$ cat src/rtl/core/mcsp_pkg.sv
// shared types and constants of the multi-channel soft pwm
package mcsp_pkg;

  localparam int unsigned MaxChannelsDef = 16;
  localparam int unsigned QueueDepth     = 2;
  localparam int unsigned PinW           = 7;
  localparam int unsigned DutyW          = 8;
  localparam logic [7:0]  PhaseLast      = 8'd254;

  typedef enum logic [1:0] {
    KIND_TICK = 2'd0,
    KIND_SET  = 2'd1,
    KIND_STOP = 2'd2
  } kind_e;

  typedef enum logic [1:0] {
    STAT_WRITE   = 2'd0,
    STAT_UNKNOWN = 2'd1,
    STAT_FULL    = 2'd2
  } status_e;

  typedef struct packed {
    kind_e             kind;
    logic [PinW-1:0]   pin;
    logic [DutyW-1:0]  duty;
    logic              inv;
  } cmd_t;

  typedef struct packed {
    logic [PinW-1:0] pin;
    logic            level;
    status_e         status;
    logic            last;
  } res_t;

endpackage

$ cat src/rtl/core/mcsp_front.sv
// command intake: decode, drop unused kinds, queue for the channel engine
module mcsp_front import mcsp_pkg::*; (
  input  logic             clk_i,
  input  logic             rst_ni,
  input  logic             start_i,
  input  logic [1:0]       kind_i,
  input  logic [PinW-1:0]  pin_id_i,
  input  logic [DutyW-1:0] duty_i,
  input  logic             invert_i,
  output logic             busy_o,
  output cmd_t             cmd_o,
  output logic             cmd_valid_o,
  input  logic             cmd_ready_i
);

  localparam int unsigned PtrW  = (QueueDepth > 1) ? $clog2(QueueDepth) : 1;
  localparam int unsigned FillW = $clog2(QueueDepth + 1);

  cmd_t             q_q [QueueDepth];
  logic [PtrW-1:0]  wr_ptr_q, wr_ptr_d;
  logic [PtrW-1:0]  rd_ptr_q, rd_ptr_d;
  logic [FillW-1:0] fill_q, fill_d;
  logic             kind_ok;
  logic             push;
  logic             pop;
  cmd_t             cmd_in;

  assign kind_ok = (kind_i == KIND_TICK) || (kind_i == KIND_SET) || (kind_i == KIND_STOP);
  assign busy_o  = (fill_q == FillW'(QueueDepth));
  assign push    = start_i && !busy_o && kind_ok;
  assign cmd_valid_o = (fill_q != '0);
  assign pop     = cmd_valid_o && cmd_ready_i;
  assign cmd_o   = q_q[rd_ptr_q];

  always_comb begin
    cmd_in      = '0;
    cmd_in.kind = kind_e'(kind_i);
    cmd_in.pin  = pin_id_i;
    cmd_in.duty = duty_i;
    cmd_in.inv  = invert_i;
  end

  always_comb begin
    wr_ptr_d = wr_ptr_q;
    rd_ptr_d = rd_ptr_q;
    fill_d   = fill_q;
    if (push) begin
      wr_ptr_d = (wr_ptr_q == PtrW'(QueueDepth - 1)) ? '0 : wr_ptr_q + PtrW'(1);
    end
    if (pop) begin
      rd_ptr_d = (rd_ptr_q == PtrW'(QueueDepth - 1)) ? '0 : rd_ptr_q + PtrW'(1);
    end
    if (push && !pop) begin
      fill_d = fill_q + FillW'(1);
    end else if (pop && !push) begin
      fill_d = fill_q - FillW'(1);
    end
  end

  always_ff @(posedge clk_i or negedge rst_ni) begin
    if (!rst_ni) begin
      wr_ptr_q <= '0;
      rd_ptr_q <= '0;
      fill_q   <= '0;
    end else begin
      wr_ptr_q <= wr_ptr_d;
      rd_ptr_q <= rd_ptr_d;
      fill_q   <= fill_d;
    end
  end

  always_ff @(posedge clk_i) begin
    if (push) begin
      q_q[wr_ptr_q] <= cmd_in;
    end
  end

endmodule

$ cat src/rtl/core/mcsp_back.sv
// channel engine: channel table memory, tick walk, search, append and removal
module mcsp_back import mcsp_pkg::*; #(
  parameter int unsigned MAX_CHANNELS = MaxChannelsDef
) (
  input  logic clk_i,
  input  logic rst_ni,
  input  cmd_t cmd_i,
  input  logic cmd_valid_i,
  output logic cmd_ready_o,
  output logic res_valid_o,
  output res_t res_o
);

  localparam int unsigned IdxW = (MAX_CHANNELS > 1) ? $clog2(MAX_CHANNELS) : 1;
  localparam int unsigned CntW = $clog2(MAX_CHANNELS + 1);

  typedef enum logic [1:0] {
    S_IDLE,
    S_SCAN,
    S_SHIFT
  } state_e;

  typedef struct packed {
    logic [PinW-1:0]  pin;
    logic [DutyW-1:0] duty;
    logic             inv;
    logic             latch;
  } entry_t;

  entry_t          mem_q [MAX_CHANNELS];
  entry_t          rdata_q;

  state_e          state_q;
  cmd_t            cmd_q;
  logic [CntW-1:0] count_q;
  logic [7:0]      phase_q;
  logic [CntW-1:0] rd_idx_q;
  logic            pv_q;
  logic [IdxW-1:0] pidx_q;
  logic            held_v_q;
  logic [PinW-1:0] held_pin_q;
  logic            held_lvl_q;
  logic            stop_inv_q;
  logic            res_v_q;
  res_t            res_q;

  logic            rd_go;
  logic [IdxW-1:0] raddr;
  logic            scan_ev;
  logic            scan_done;
  logic            shift_ev;
  logic            shift_done;
  logic            hit;
  logic            ph0;
  logic            off_now;
  logic            emit_new;
  logic            new_lvl;
  logic            full;
  logic            we;
  logic [IdxW-1:0] waddr;
  entry_t          wdata;

  assign rd_go      = ((state_q == S_SCAN) || (state_q == S_SHIFT)) && (rd_idx_q < count_q);
  assign raddr      = rd_idx_q[IdxW-1:0];
  assign scan_ev    = (state_q == S_SCAN) && pv_q;
  assign scan_done  = (state_q == S_SCAN) && !pv_q && !rd_go;
  assign shift_ev   = (state_q == S_SHIFT) && pv_q;
  assign shift_done = (state_q == S_SHIFT) && !pv_q && !rd_go;
  assign hit        = scan_ev && (cmd_q.kind != KIND_TICK) && (rdata_q.pin == cmd_q.pin);
  assign ph0        = (phase_q == '0);
  assign off_now    = !ph0 && (rdata_q.duty <= phase_q) && !rdata_q.latch;
  assign emit_new   = scan_ev && (cmd_q.kind == KIND_TICK) && (ph0 || off_now);
  assign new_lvl    = ph0 ? ((rdata_q.duty != '0) ^ rdata_q.inv) : rdata_q.inv;
  assign full       = (count_q == CntW'(MAX_CHANNELS));

  assign cmd_ready_o = (state_q == S_IDLE);
  assign res_valid_o = res_v_q;
  assign res_o       = res_q;

  // table write port
  always_comb begin
    we    = 1'b0;
    waddr = pidx_q;
    wdata = rdata_q;
    if (emit_new) begin
      we          = 1'b1;
      wdata.latch = !ph0;
    end
    if (hit && (cmd_q.kind == KIND_SET)) begin
      we    = 1'b1;
      wdata = '{pin: cmd_q.pin, duty: cmd_q.duty, inv: cmd_q.inv, latch: rdata_q.latch};
    end
    if (scan_done && (cmd_q.kind == KIND_SET) && !full) begin
      we    = 1'b1;
      waddr = count_q[IdxW-1:0];
      wdata = '{pin: cmd_q.pin, duty: cmd_q.duty, inv: cmd_q.inv, latch: 1'b0};
    end
    if (shift_ev) begin
      we    = 1'b1;
      waddr = pidx_q - IdxW'(1);
      wdata = rdata_q;
    end
  end

  always_ff @(posedge clk_i) begin
    if (we) begin
      mem_q[waddr] <= wdata;
    end
    if (rd_go) begin
      rdata_q <= mem_q[raddr];
    end
  end

  always_ff @(posedge clk_i or negedge rst_ni) begin
    if (!rst_ni) begin
      state_q    <= S_IDLE;
      cmd_q      <= '0;
      count_q    <= '0;
      phase_q    <= '0;
      rd_idx_q   <= '0;
      pv_q       <= 1'b0;
      pidx_q     <= '0;
      held_v_q   <= 1'b0;
      held_pin_q <= '0;
      held_lvl_q <= 1'b0;
      stop_inv_q <= 1'b0;
      res_v_q    <= 1'b0;
      res_q      <= '0;
    end else begin
      res_v_q <= 1'b0;
      case (state_q)
        S_IDLE: begin
          if (cmd_valid_i) begin
            cmd_q    <= cmd_i;
            rd_idx_q <= '0;
            pv_q     <= 1'b0;
            state_q  <= S_SCAN;
          end
        end
        S_SCAN: begin
          if (rd_go) begin
            rd_idx_q <= rd_idx_q + CntW'(1);
          end
          pv_q   <= rd_go;
          pidx_q <= raddr;
          // one write is held back so the last one of a tick can be marked
          if (emit_new) begin
            if (held_v_q) begin
              res_v_q <= 1'b1;
              res_q   <= '{pin: held_pin_q, level: held_lvl_q, status: STAT_WRITE, last: 1'b0};
            end
            held_v_q   <= 1'b1;
            held_pin_q <= rdata_q.pin;
            held_lvl_q <= new_lvl;
          end
          if (hit) begin
            pv_q <= 1'b0;
            if (cmd_q.kind == KIND_SET) begin
              state_q <= S_IDLE;
            end else begin
              stop_inv_q <= rdata_q.inv;
              rd_idx_q   <= CntW'(pidx_q) + CntW'(1);
              state_q    <= S_SHIFT;
            end
          end
          if (scan_done) begin
            state_q <= S_IDLE;
            case (cmd_q.kind)
              KIND_TICK: begin
                if (held_v_q) begin
                  res_v_q <= 1'b1;
                  res_q   <= '{pin: held_pin_q, level: held_lvl_q, status: STAT_WRITE,
                               last: 1'b1};
                end
                held_v_q <= 1'b0;
                if (count_q != '0) begin
                  phase_q <= (phase_q == PhaseLast) ? '0 : phase_q + 8'd1;
                end
              end
              KIND_SET: begin
                if (full) begin
                  res_v_q <= 1'b1;
                  res_q   <= '{pin: cmd_q.pin, level: 1'b0, status: STAT_FULL, last: 1'b1};
                end else begin
                  count_q <= count_q + CntW'(1);
                end
              end
              KIND_STOP: begin
                res_v_q <= 1'b1;
                res_q   <= '{pin: cmd_q.pin, level: 1'b0, status: STAT_UNKNOWN, last: 1'b1};
              end
              default: begin
              end
            endcase
          end
        end
        S_SHIFT: begin
          if (rd_go) begin
            rd_idx_q <= rd_idx_q + CntW'(1);
          end
          pv_q   <= rd_go;
          pidx_q <= raddr;
          if (shift_done) begin
            count_q <= count_q - CntW'(1);
            res_v_q <= 1'b1;
            res_q   <= '{pin: cmd_q.pin, level: stop_inv_q, status: STAT_WRITE, last: 1'b1};
            state_q <= S_IDLE;
          end
        end
        default: begin
          state_q <= S_IDLE;
        end
      endcase
    end
  end

endmodule

$ cat src/rtl/core/multi_channel_soft_pwm.sv
// top level of the multi-channel soft pwm
// Commands are taken while busy is low into a two-entry queue; busy rises only when
// that queue is full. The channel engine runs one command at a time from its table
// memory with one read port. A tick walks the table and gives one pin write per channel
// at phase zero and one per channel that turns off at a later phase; a set or stop
// searches the table, and a stop then moves each channel behind the removed one down
// by one to close the gap. Results appear on strobe_o for a single cycle and cannot be
// held off; the last write of a tick leaves once the walk is over, so that it carries
// last_o.
module multi_channel_soft_pwm import mcsp_pkg::*; #(
  parameter int unsigned MAX_CHANNELS = MaxChannelsDef
) (
  input  logic             clk_i,
  input  logic             rst_ni,
  input  logic             start,
  output logic             busy,
  input  logic [1:0]       kind_i,
  input  logic [PinW-1:0]  pin_id_i,
  input  logic [DutyW-1:0] duty_i,
  input  logic             invert_i,
  output logic             strobe_o,
  output logic [PinW-1:0]  pin_id_res_o,
  output logic             level_o,
  output logic [1:0]       status_o,
  output logic             last_o
);

  cmd_t cmd;
  logic cmd_valid;
  logic cmd_ready;
  res_t res;

  mcsp_front u_front (
    .clk_i       (clk_i),
    .rst_ni      (rst_ni),
    .start_i     (start),
    .kind_i      (kind_i),
    .pin_id_i    (pin_id_i),
    .duty_i      (duty_i),
    .invert_i    (invert_i),
    .busy_o      (busy),
    .cmd_o       (cmd),
    .cmd_valid_o (cmd_valid),
    .cmd_ready_i (cmd_ready)
  );

  mcsp_back #(
    .MAX_CHANNELS (MAX_CHANNELS)
  ) u_back (
    .clk_i       (clk_i),
    .rst_ni      (rst_ni),
    .cmd_i       (cmd),
    .cmd_valid_i (cmd_valid),
    .cmd_ready_o (cmd_ready),
    .res_valid_o (strobe_o),
    .res_o       (res)
  );

  assign pin_id_res_o = res.pin;
  assign level_o      = res.level;
  assign status_o     = res.status;
  assign last_o       = res.last;

  // error reports are always the only result of their command
  a_err_last : assert property (@(posedge clk_i) disable iff (!rst_ni)
    strobe_o && (status_o != STAT_WRITE) |-> last_o)
    else $error("error result without last");

  // the engine leaves idle once it takes a command
  a_take : assert property (@(posedge clk_i) disable iff (!rst_ni)
    cmd_valid && cmd_ready |=> !cmd_ready)
    else $error("engine took a command and stayed idle");

endmodule

$ cat config.mk
export PLATFORM = sky130hd
export DESIGN_NAME = multi_channel_soft_pwm
export DESIGN_NICKNAME = d
export VERILOG_FILES = /design/src/rtl/core/mcsp_pkg.sv /design/src/rtl/core/mcsp_front.sv /design/src/rtl/core/mcsp_back.sv /design/src/rtl/core/multi_channel_soft_pwm.sv
export SDC_FILE = /design/constraint.sdc
export NUM_CORES = 1
export LEC_CHECK = 0
export BUFFER_PORTS_ARGS = -buffer_cell sky130_fd_sc_hd__buf_2
export CAP_MARGIN = 20
export CORE_MARGIN = 4
export CORE_UTILIZATION = 62
export CTS_CLUSTER_SIZE = 25
export DETAILED_ROUTE_END_ITERATION = 10
export HOLD_SLACK_MARGIN = 0.12
export PLACE_DENSITY = 0.79
export SLEW_MARGIN = 0
export SYNTH_ARGS = -nofsm -noshare
export SYNTH_HDL_FRONTEND = slang
export SYNTH_SLANG_ARGS = --single-unit
$ cat constraint.sdc
create_clock -name clk_i -period 4.59 [get_ports clk_i]
set_clock_uncertainty 0.05 [all_clocks]
set_input_delay 0.918 -clock clk_i [delete_from_list [all_inputs] [get_ports clk_i]]
set_output_delay 0.918 -clock clk_i [all_outputs]
set_load 0.02 [all_outputs]
Word-level counts from Yosys, hierarchy flattened. Memory sizes are Yosys's and may differ from the RTL's. A register that Yosys moved wholly into a read port is not among the register bits. Index checks and enable logic that the tools add are counted.

Bits in registers: 51. Memory bits (writable): 308. Input bits: 21. Output and inout port bits: 13. Logic and storage cells: 162. Memories kept: 2.

$add $sub $neg: 10. Order comparisons: 2. Eq/ne operators: 16. Multiplexer cells: 58. Bitwise gates (word level): 2. Reductions and logical operators: 54.

Memories: u_back.mem_q (words 16, bits a word 17, rd ports 1, clocked after memory_dff 1, write ports 1, line mcsp_back.sv:30) `entry_t mem_q [MAX_CHANNELS];`; u_front.q_q (words 2, bits a word 18, rd ports 1, clocked after memory_dff 1, write ports 1, line mcsp_front.sv:19) `cmd_t q_q [QueueDepth];`.

Operator list (count): $mux W11 (6); $mux W17 (3); $mux W5 (8); $pmux W11 S3 (1); $mux W1 (23); $pmux W11 S2 (1); $logic_and A1 B1 Y1 (21); $pmux W5 S3 (1); $mux W2 (7); $add A5 B1 Y5 const B (2); $pmux W5 S2 (1); $logic_not A1 Y1 (9); $add A8 B1 Y8 const B (1); $eq A2 B2 Y1 const B (4); $eq A8 B8 Y1 const B (1); $le A8 B8 Y1 (1); $logic_not A8 Y1 (1); $mux W4 (2); $mux W8 (1); $reduce_and A2 Y1 (4); $reduce_bool A2 Y1 (4); $reduce_bool A8 Y1 (1); $eq A7 B7 Y1 (1); $eq A2 B1 Y1 const B (3); 24 further kinds (35).

Longest topological paths before layout. Gate-level depths: netlist of the first run.

Depth after elaboration: 12. Mapped depth: 11. Gate-level depth less buffers: 10.

Cells and area by module. A second synthesis of the first run with hierarchy kept.

Cells, all modules: 966. Area total of the unflattened synthesis: 16886.2 um2.

By module, submodules not included: mcsp_back (instances 1, cells each 890, area each 15317.2 um2); mcsp_front (instances 1, cells each 76, area each 1569.0 um2).

Least setup slack after synthesis of the first run. OpenSTA, ideal clock, no wires.

Path kind: flip-flop to flip-flop. Start: register u_back.phase_q[4]. End: memory u_back.mem_q[15][0] (netlist bit) (enable). Setup time: 0.412 ns. Data arrival time: 3.236 ns. Setup slack: 0.892 ns. Cell stages (with the launch flop): 10. Path buffers: 1. Period minus slack after synthesis: 3.698 ns. Cells stage by stage: dfrtp_1 clkbuf_1 inv_1 ha_1 nand4_1 or4_1 o21a_2 o211ai_1 a31oi_1 nor3_1.

Longest elaborated chain between the ends: 12.

Ends and longest elaborated chain: start, declared (line mcsp_back.sv:36) `logic [7:0] phase_q;`; start signal, assigned (line mcsp_back.sv:177) `phase_q <= (phase_q == PhaseLast) ? '0 : phase_q + 8'd1;`; branches (longest 4 deep; another with $le A8 B8 Y1); $logic_or A1 B1 Y1 * (line mcsp_back.sv:72) `assign emit_new = scan_ev && (cmd_q.kind == KIND_TICK) && (ph0 || off_now);`; $logic_and A1 B1 Y1 * (line mcsp_back.sv:72); $mux W1 * (line mcsp_back.sv:85) `if (emit_new) begin`; $mux W1 * (line mcsp_back.sv:89) `if (hit && (cmd_q.kind == KIND_SET)) begin`; $mux W1 * (line mcsp_back.sv:93) `if (scan_done && (cmd_q.kind == KIND_SET) && !full) begin`; $mux W1 * (line mcsp_back.sv:98) `if (shift_ev) begin`; $mux W1 * (line mcsp_back.sv:106) `if (we) begin`; $mux W1 (not written as such) * (line mcsp_back.sv:107) `mem_q[waddr] <= wdata;`; end, declared (line mcsp_back.sv:30).

Every way passes the cells marked *.

Final worst setup path of the first run.
Start: register u_back.state_q[1]. End: memory u_back.mem_q[8][3] (netlist bit) (enable).

Longest elaborated chain between the ends: 11.

Ends and longest elaborated chain: start, declared (line mcsp_back.sv:33) `state_e state_q;`; start signal, assigned (line mcsp_back.sv:116) `state_q <= S_IDLE;`; start signal, assigned (line mcsp_back.sv:137) `state_q <= S_SCAN;`; start signal, assigned (line mcsp_back.sv:159) `state_q <= S_IDLE;`; $eq A2 B1 Y1 or $eq A2 B2 Y1 (tied branches); $logic_or A1 B1 Y1 (line mcsp_back.sv:63) `assign rd_go = ((state_q == S_SCAN) || (state_q == S_SHIFT)) && (rd_idx_q < count_q);`; $logic_and A1 B1 Y1 (line mcsp_back.sv:63); $logic_not A1 Y1 (line mcsp_back.sv:66) `assign scan_done = (state_q == S_SCAN) && !pv_q && !rd_go;`; $logic_and A1 B1 Y1 (line mcsp_back.sv:66); $logic_and A1 B1 Y1 (2 in series) (line mcsp_back.sv:93); $mux W1 (line mcsp_back.sv:93); $mux W1 (line mcsp_back.sv:98); $mux W1 (line mcsp_back.sv:106); $mux W1 (not written as such) (line mcsp_back.sv:107).

Parallel ways exist; a longest one is shown, timed or not.

==> reports/metrics.yaml, run 1 <==
fmax_mhz: 248
area_growth_pct: 11.2
ant_nets: 0
gr-total-overflow: 0
finalCriticalPeriod_ns: 4.03
die_h_um: 173
drtPass1Iterations: 5
vias: 9506
ys_seq_area_share_pct: 68.2
clk_latency_ns: 0.53
mostFrequentLayoutCells: "325 x edfxtp_1, 85 x mux4_2, 67 x dfrtp_1"
dp_slack_ns: 0.677
post-cts-setup-buffers: 0
synth_area_um2: 16800
antenna_found_initial: 0
maxCapViolations: 0
start_util_pct: 62.8
synth_warnings: 0
setup_viol: 0
maxSlewViolCount: 0
nets: 1118
root_buffer: "clkbuf_16"
timing.final.crit_share_pct: 87.9
cp-end-kind: "flop"
placed_cell_area_um2: 17500
syn_inst: 1011
post-route-util_pct: 69.9
drt-initial-drc-count: 1175
die-area_um2: 29900
die_x_um: 173
tightest_slew_ns: 1.24
viasPerCell: 6.61
mostFrequentLayoutCell: "edfxtp_1"
netSwitchingFraction_pct: 34.2
hold_viol_final: 0
cts.sinks: 394
rows: 60
ctsResizeCount: 0
outcome: "completed"
p_seq_share_pct: 46.2
crit_path_start_kind: "flop"
m1WireLength_mm: 15.3
ios: 34
ys_async_sr_fraction_pct: 17.5
design_area_um2: 18700
fin_ws_ns: 0.555
whs_ns: 0.264
cts_buffers: 39
endpoint: "u_back.mem_q[8][3]$_DFFE_PP_"
grt_pass1_wl_mm: 58.8
p_sw_w: 0.00406
syn_avg_cell_area_um2: 16.7
wl_met3_mm: 2.65
clk_pin_slew_worst_paths_ns: 0.06
max_slew_margin_pct: 17.2
worstPathMaxFanout: 25
p_leak_nw: 6.35
startpoint: "u_back.state_q[1]$_DFFE_PN0P_"
tns_ns: 0
grt_pass1_vias: 9598
worstSetupPathType: "reg2reg"
syn_nets: 1058
grt_use_total_pct: 25.5
n_antenna_cell: 0
wl_per_cell_um: 26.1
yosys_register_bits: 394
power.density_nw_per_um2: 633
vdd_drop_max_v: 0.000383
met2_length_mm: 18.6
r2r_setup_slack_ns: 0.56
portBuffers: 33
top_layer: "met4"
synth.distinct_cells: 65
gp_congestion: 0.893
reg2regPathDepth: 9
cp.required_ns: 4.81
finalWirelength_mm: 37.5
combPwrFrac_pct: 29.3
timing.rr.end: "u_back.mem_q[8][3]$_DFFE_PP_"
r2r-start: "u_back.state_q[1]$_DFFE_PN0P_"
rsz0062_at_grt: "false"
core_um2: 26800
arrival_ns: 4.25
grt_max_degree: 73
dp_hpwl_mm: 23.6
worstHoldPathType: "in2async"
clock_path_buffers: 3
cts_hold_buf: 0
drc: 0
cts_tree: "built"
layout-drive-gt1-share_pct: 23.6
ys.flop_type: "edfxtp_1"
synth_edf_count: 325
clockPowerShare_pct: 24.5
cts_htree_levels: 2
internal_power_w: 0.00780
==> routing by layer <==
| layer | GRT usage, % | vias up |
|---|---|---|
| met5 | 0 | - |
| met1 | 37.0 | 4890 |
| met2 | 41.2 | 415 |
| li1 | - | 4120 |
| met3 | 4.15 | 81 |
| met4 | 6.88 | 0 |
==> power by group through the flow <==
stage / combinational (W) / clock [W] / sequential, W
after floorplan: 0.00245 / 0 / 0.00528
after global placement: 0.00328 / 0 / 0.00552
after detailed placement: 0.00343 / 0 / 0.00553
after CTS: 0.00345 / 0.00295 / 0.00546
after global routing: 0.00381 / 0.00312 / 0.00552
final: 0.00348 / 0.00290 / 0.00547
==> state kept, by name, indices dropped and copies added, names as in the netlist <==
name and count:
u_back.phase_q 8, u_back.pidx_q 4, u_back.held_lvl_q 1, u_front.rd_ptr_q 1
u_front.fill_q 2, u_back.pv_q 1, u_front.wr_ptr_q 1, u_back.res_valid_o 1
u_back.res_o 11, u_back.held_v_q 1, u_back.count_q 5, u_back.mem_q 272
u_front.q_q 36, u_back.rdata_q 17, u_back.state_q 2, u_back.cmd_q 18
u_back.held_pin_q 7, u_back.rd_idx_q 5, u_back.stop_inv_q 1
==> through the flow <==
stage	power, W	cells
floorplan	0.00773	1011
global placement	0.00880	1368
detailed placement	0.00895	1369
CTS	0.0119	1437
global route	0.0124	1439
finish	0.0119	1439
==> area by class of cell <==
cell class / count / area, µm²
Tap cell: 341 / 427
Inverter: 34 / 128
Clock buffer: 52 / 1070
Fill cell: 1687 / 8070
Multi-Input combinational cell: 537 / 5100
Timing Repair Buffer: 65 / 438
Clock inverter: 16 / 77.6
Sequential cell: 394 / 11500
==> worst min path at each step <==
stage,end,from,slack (ns),depth (start not counted)
6_report,u_back.state_q[1]$_DFFE_PN0P_,rst_ni,0.26,1
5_1_grt,u_back.state_q[1]$_DFFE_PN0P_,rst_ni,0.29,1
4_1_cts,u_front.wr_ptr_q$_DFFE_PN0P_,u_front.wr_ptr_q$_DFFE_PN0P_,0.45,1
3_5_place_dp,u_front.wr_ptr_q$_DFFE_PN0P_,u_front.wr_ptr_q$_DFFE_PN0P_,0.43,1
3_3_place_gp,u_front.wr_ptr_q$_DFFE_PN0P_,u_front.wr_ptr_q$_DFFE_PN0P_,0.43,1
2_1_floorplan,u_back.cmd_q[0]$_DFFE_PN0P_,u_back.cmd_q[0]$_DFFE_PN0P_,0.39,2
==> Yosys cell counts, types with 7 or more instances <==
library cell | number | area, µm²
nand2b_1 | 9 | 56.3
o21ai_0 | 57 | 285
a21oi_1 | 19 | 95.1
xnor2_1 | 7 | 61.3
mux2i_1 | 34 | 340
nor2_1 | 43 | 161
o211ai_1 | 7 | 52.6
dfrtp_1 | 69 | 1730
nor3_1 | 24 | 120
buf_2 | 11 | 55.1
a31oi_1 | 23 | 144
inv_1 | 33 | 124
mux4_2 | 85 | 1910
edfxtp_1 | 325 | 9760
nand3_1 | 9 | 45.0
nand2_1 | 60 | 225
clkbuf_1 | 26 | 97.6
ha_1 | 25 | 313
xor2_1 | 14 | 123
mux2_2 | 26 | 293
==> logic make-up (layout without fill, tap and decap cells) <==
logic type | after synthesis | in the layout | synth area share [%]
compound gates | 164 | 164 | 6.47
xor+xnor | 21 | 21 | 1.09
fa+ha+maj | 26 | 26 | 1.98
buf+inv | 80 | 167 | 1.98
flops | 394 | 394 | 68.2
mux | 145 | 145 | 15.1
simple gates | 181 | 181 | 5.15
==> worst max-delay path, cell delays in order, from the launching register on <==
cell	delay [ns]
dfrtp_1	0.40
inv_1	0.10
ha_1	0.41
nand2b_1	0.17
a31oi_1	0.24
a21o_1	0.60
a31oi_1	0.25
a22oi_1	0.99
nor3_2	0.27
buf_4	0.29
No activity file was read; power rests on OpenSTA's default activity.
==> inputs of run 2 (changes only) <==
--- a/config.mk
+++ b/config.mk
@@ -8,11 +8,11 @@
 export BUFFER_PORTS_ARGS = -buffer_cell sky130_fd_sc_hd__buf_2
 export CAP_MARGIN = 20
 export CORE_MARGIN = 4
-export CORE_UTILIZATION = 62
+export CORE_UTILIZATION = 67
 export CTS_CLUSTER_SIZE = 25
 export DETAILED_ROUTE_END_ITERATION = 10
 export HOLD_SLACK_MARGIN = 0.12
-export PLACE_DENSITY = 0.79
+export PLACE_DENSITY = 0.84
 export SLEW_MARGIN = 0
 export SYNTH_ARGS = -nofsm -noshare
 export SYNTH_HDL_FRONTEND = slang
==> constraint.sdc (replaced) <==
create_clock -name clk_i -period 5.05 [get_ports clk_i]
set_clock_uncertainty 0.05 [all_clocks]
set_input_delay 0.7575 -clock clk_i [delete_from_list [all_inputs] [get_ports clk_i]]
set_output_delay 0.7575 -clock clk_i [all_outputs]
set_load 0.02 [all_outputs]
==> run 2 against run 1 <==
Clock-buffer cell count rose by 1; non-clock buffer count fell by 2; wire length rose by 8.0%; sequential power fell by 8.6%; clock power fell by 2%; sequential share of layout area fell by 0.14 points; register-to-register slack improved by 0.55 ns; cell count fell by 1.4%; maximum frequency rose by 2.3%; hold slack got worse by 0.054 ns; via count rose by 4.9%.
==> reports/metrics.yaml, run 2 (synthesis gave the netlist of run 1 again) <==
grt_use_total_pct: 29.3
portBuffers: 33
cp-end-kind: "flop"
maxSlewViolCount: 0
ctsResizeCount: 0
rsz0062_at_grt: "false"
grt_pass1_vias: 9899
ant_nets: 0
gp_congestion: 0.912
dp_slack_ns: 1.04
finalNonFillerCells: 1419
max_slew_margin_pct: 22.6
timing.final.crit_share_pct: 78.1
r2r-start: "u_back.state_q[1]$_DFFE_PN0P_"
cts_htree_levels: 2
rows: 57
r2r_setup_slack_ns: 1.11
regMostFlops: "u_back.mem_q"
nFillCells: 1331
grt_pass1_wl_mm: 61.5
worstSetupPathType: "reg2reg"
reg_top3: "u_back.mem_q x272, u_front.q_q x36, u_back.cmd_q x18"
timing.rr.end: "u_back.mem_q[9][1]$_DFFE_PP_"
nets: 1116
viasPerCell: 7.03
power_w: 0.0109
largest_reg_flops: 272
multi_input_area_um2: 5100
seq_area_um2: 11500
n_antenna_cell: 0
maxCapViolations: 0
post-route-util_pct: 76.5
finalCriticalPeriod_ns: 3.94
post-cts-setup-buffers: 0
drtPass1Iterations: 6
layout-drive-gt1-share_pct: 23.8
root_buffer: "clkbuf_16"
worstHoldPathType: "in2async"
grt_max_degree: 73
outcome: "completed"
tns_ns: 0
area_growth_pct: 11.5
core_um2: 24500
cts_tree: "built"
mostFrequentLayoutCell: "edfxtp_1"
hold_viol_final: 0
cp.required_ns: 5.27
cts.sinks: 394
p_leak_nw: 6.38
arrival_ns: 4.16
dp_hpwl_mm: 23.3
drt-initial-drc-count: 1406
die-area_um2: 27700
vias: 9975
clock_path_buffers: 3
power.density_nw_per_um2: 583
cts_buffers: 39
clk_pin_slew_worst_paths_ns: 0.06
cts_hold_buf: 0
antenna_found_initial: 0
clk_latency_ns: 0.53
worstPathMaxFanout: 13
tightest_slew_ns: 1.15
ios: 34
die_h_um: 167
mostFrequentLayoutCells: "325 x edfxtp_1, 85 x mux4_2, 67 x dfrtp_1"
start_util_pct: 68.6
die_x_um: 167
drc: 0
setup_viol: 0
reg2regPathDepth: 8
fin_ws_ns: 1.11
crit_path_start_kind: "flop"
gr-total-overflow: 0
dp.cells: 1351
vdd_drop_max_v: 0.000379
wl_per_cell_um: 28.5
finalWirelength_mm: 40.5
fmax_mhz: 254
run 2: area by class of cell:
class                   instances  area share [%]
flip-flops and latches        394            61.2
multi-input cells             537            27.2
clock buffers                  53            5.92
well taps                     324            2.16
repair buffers                 63            2.15
clock inverters                14           0.700
inverters                      34           0.680
run 2: worst max-delay path by stage:
stage / start / end
after detailed placement: u_back.state_q[1]$_DFFE_PN0P_ / u_back.mem_q[0][6]$_DFFE_PP_
after global placement: u_back.state_q[1]$_DFFE_PN0P_ / u_back.mem_q[8][8]$_DFFE_PP_
after floorplan: u_back.phase_q[4]$_DFFE_PN0P_ / u_back.mem_q[15][0]$_DFFE_PP_
final: u_back.state_q[1]$_DFFE_PN0P_ / u_back.mem_q[9][1]$_DFFE_PP_
after global routing: u_back.state_q[1]$_DFFE_PN0P_ / u_back.mem_q[9][1]$_DFFE_PP_
after CTS: u_back.state_q[1]$_DFFE_PN0P_ / u_back.mem_q[0][2]$_DFFE_PP_
run 2: metal layers:
metal / routed length, µm / up-vias / track usage [%]
met2: 20700 / 659 / 50.2
met3: 3810 / 106 / 4.12
li1: - / 4126 / -
met5: 0 / - / 0
met4: 1230 / 0 / 7.76
met1: 14700 / 5084 / 40.6
run 2: critical path: stages, from the launching register on:
cell     delay [ns]
dfrtp_1        0.37
inv_1          0.07
ha_1           0.55
a31oi_1        0.18
a21oi_1        0.55
o21ai_0        0.31
a22oi_1        0.88
nor3_2         0.40
buf_4          0.32
run 2: through the flow:
step	hold WS, ns	area, µm²
after detailed placement	0.424	17500
after floorplan	0.394	16800
after global routing	0.262	18800
after global placement	0.414	17500
after CTS	0.232	18800
final	0.210	18800
run 2: report_power, final:
part	switching (W)	internal, W
clock network	0.00119	0.00165
registers	0.000525	0.00448
logic	0.00198	0.00112
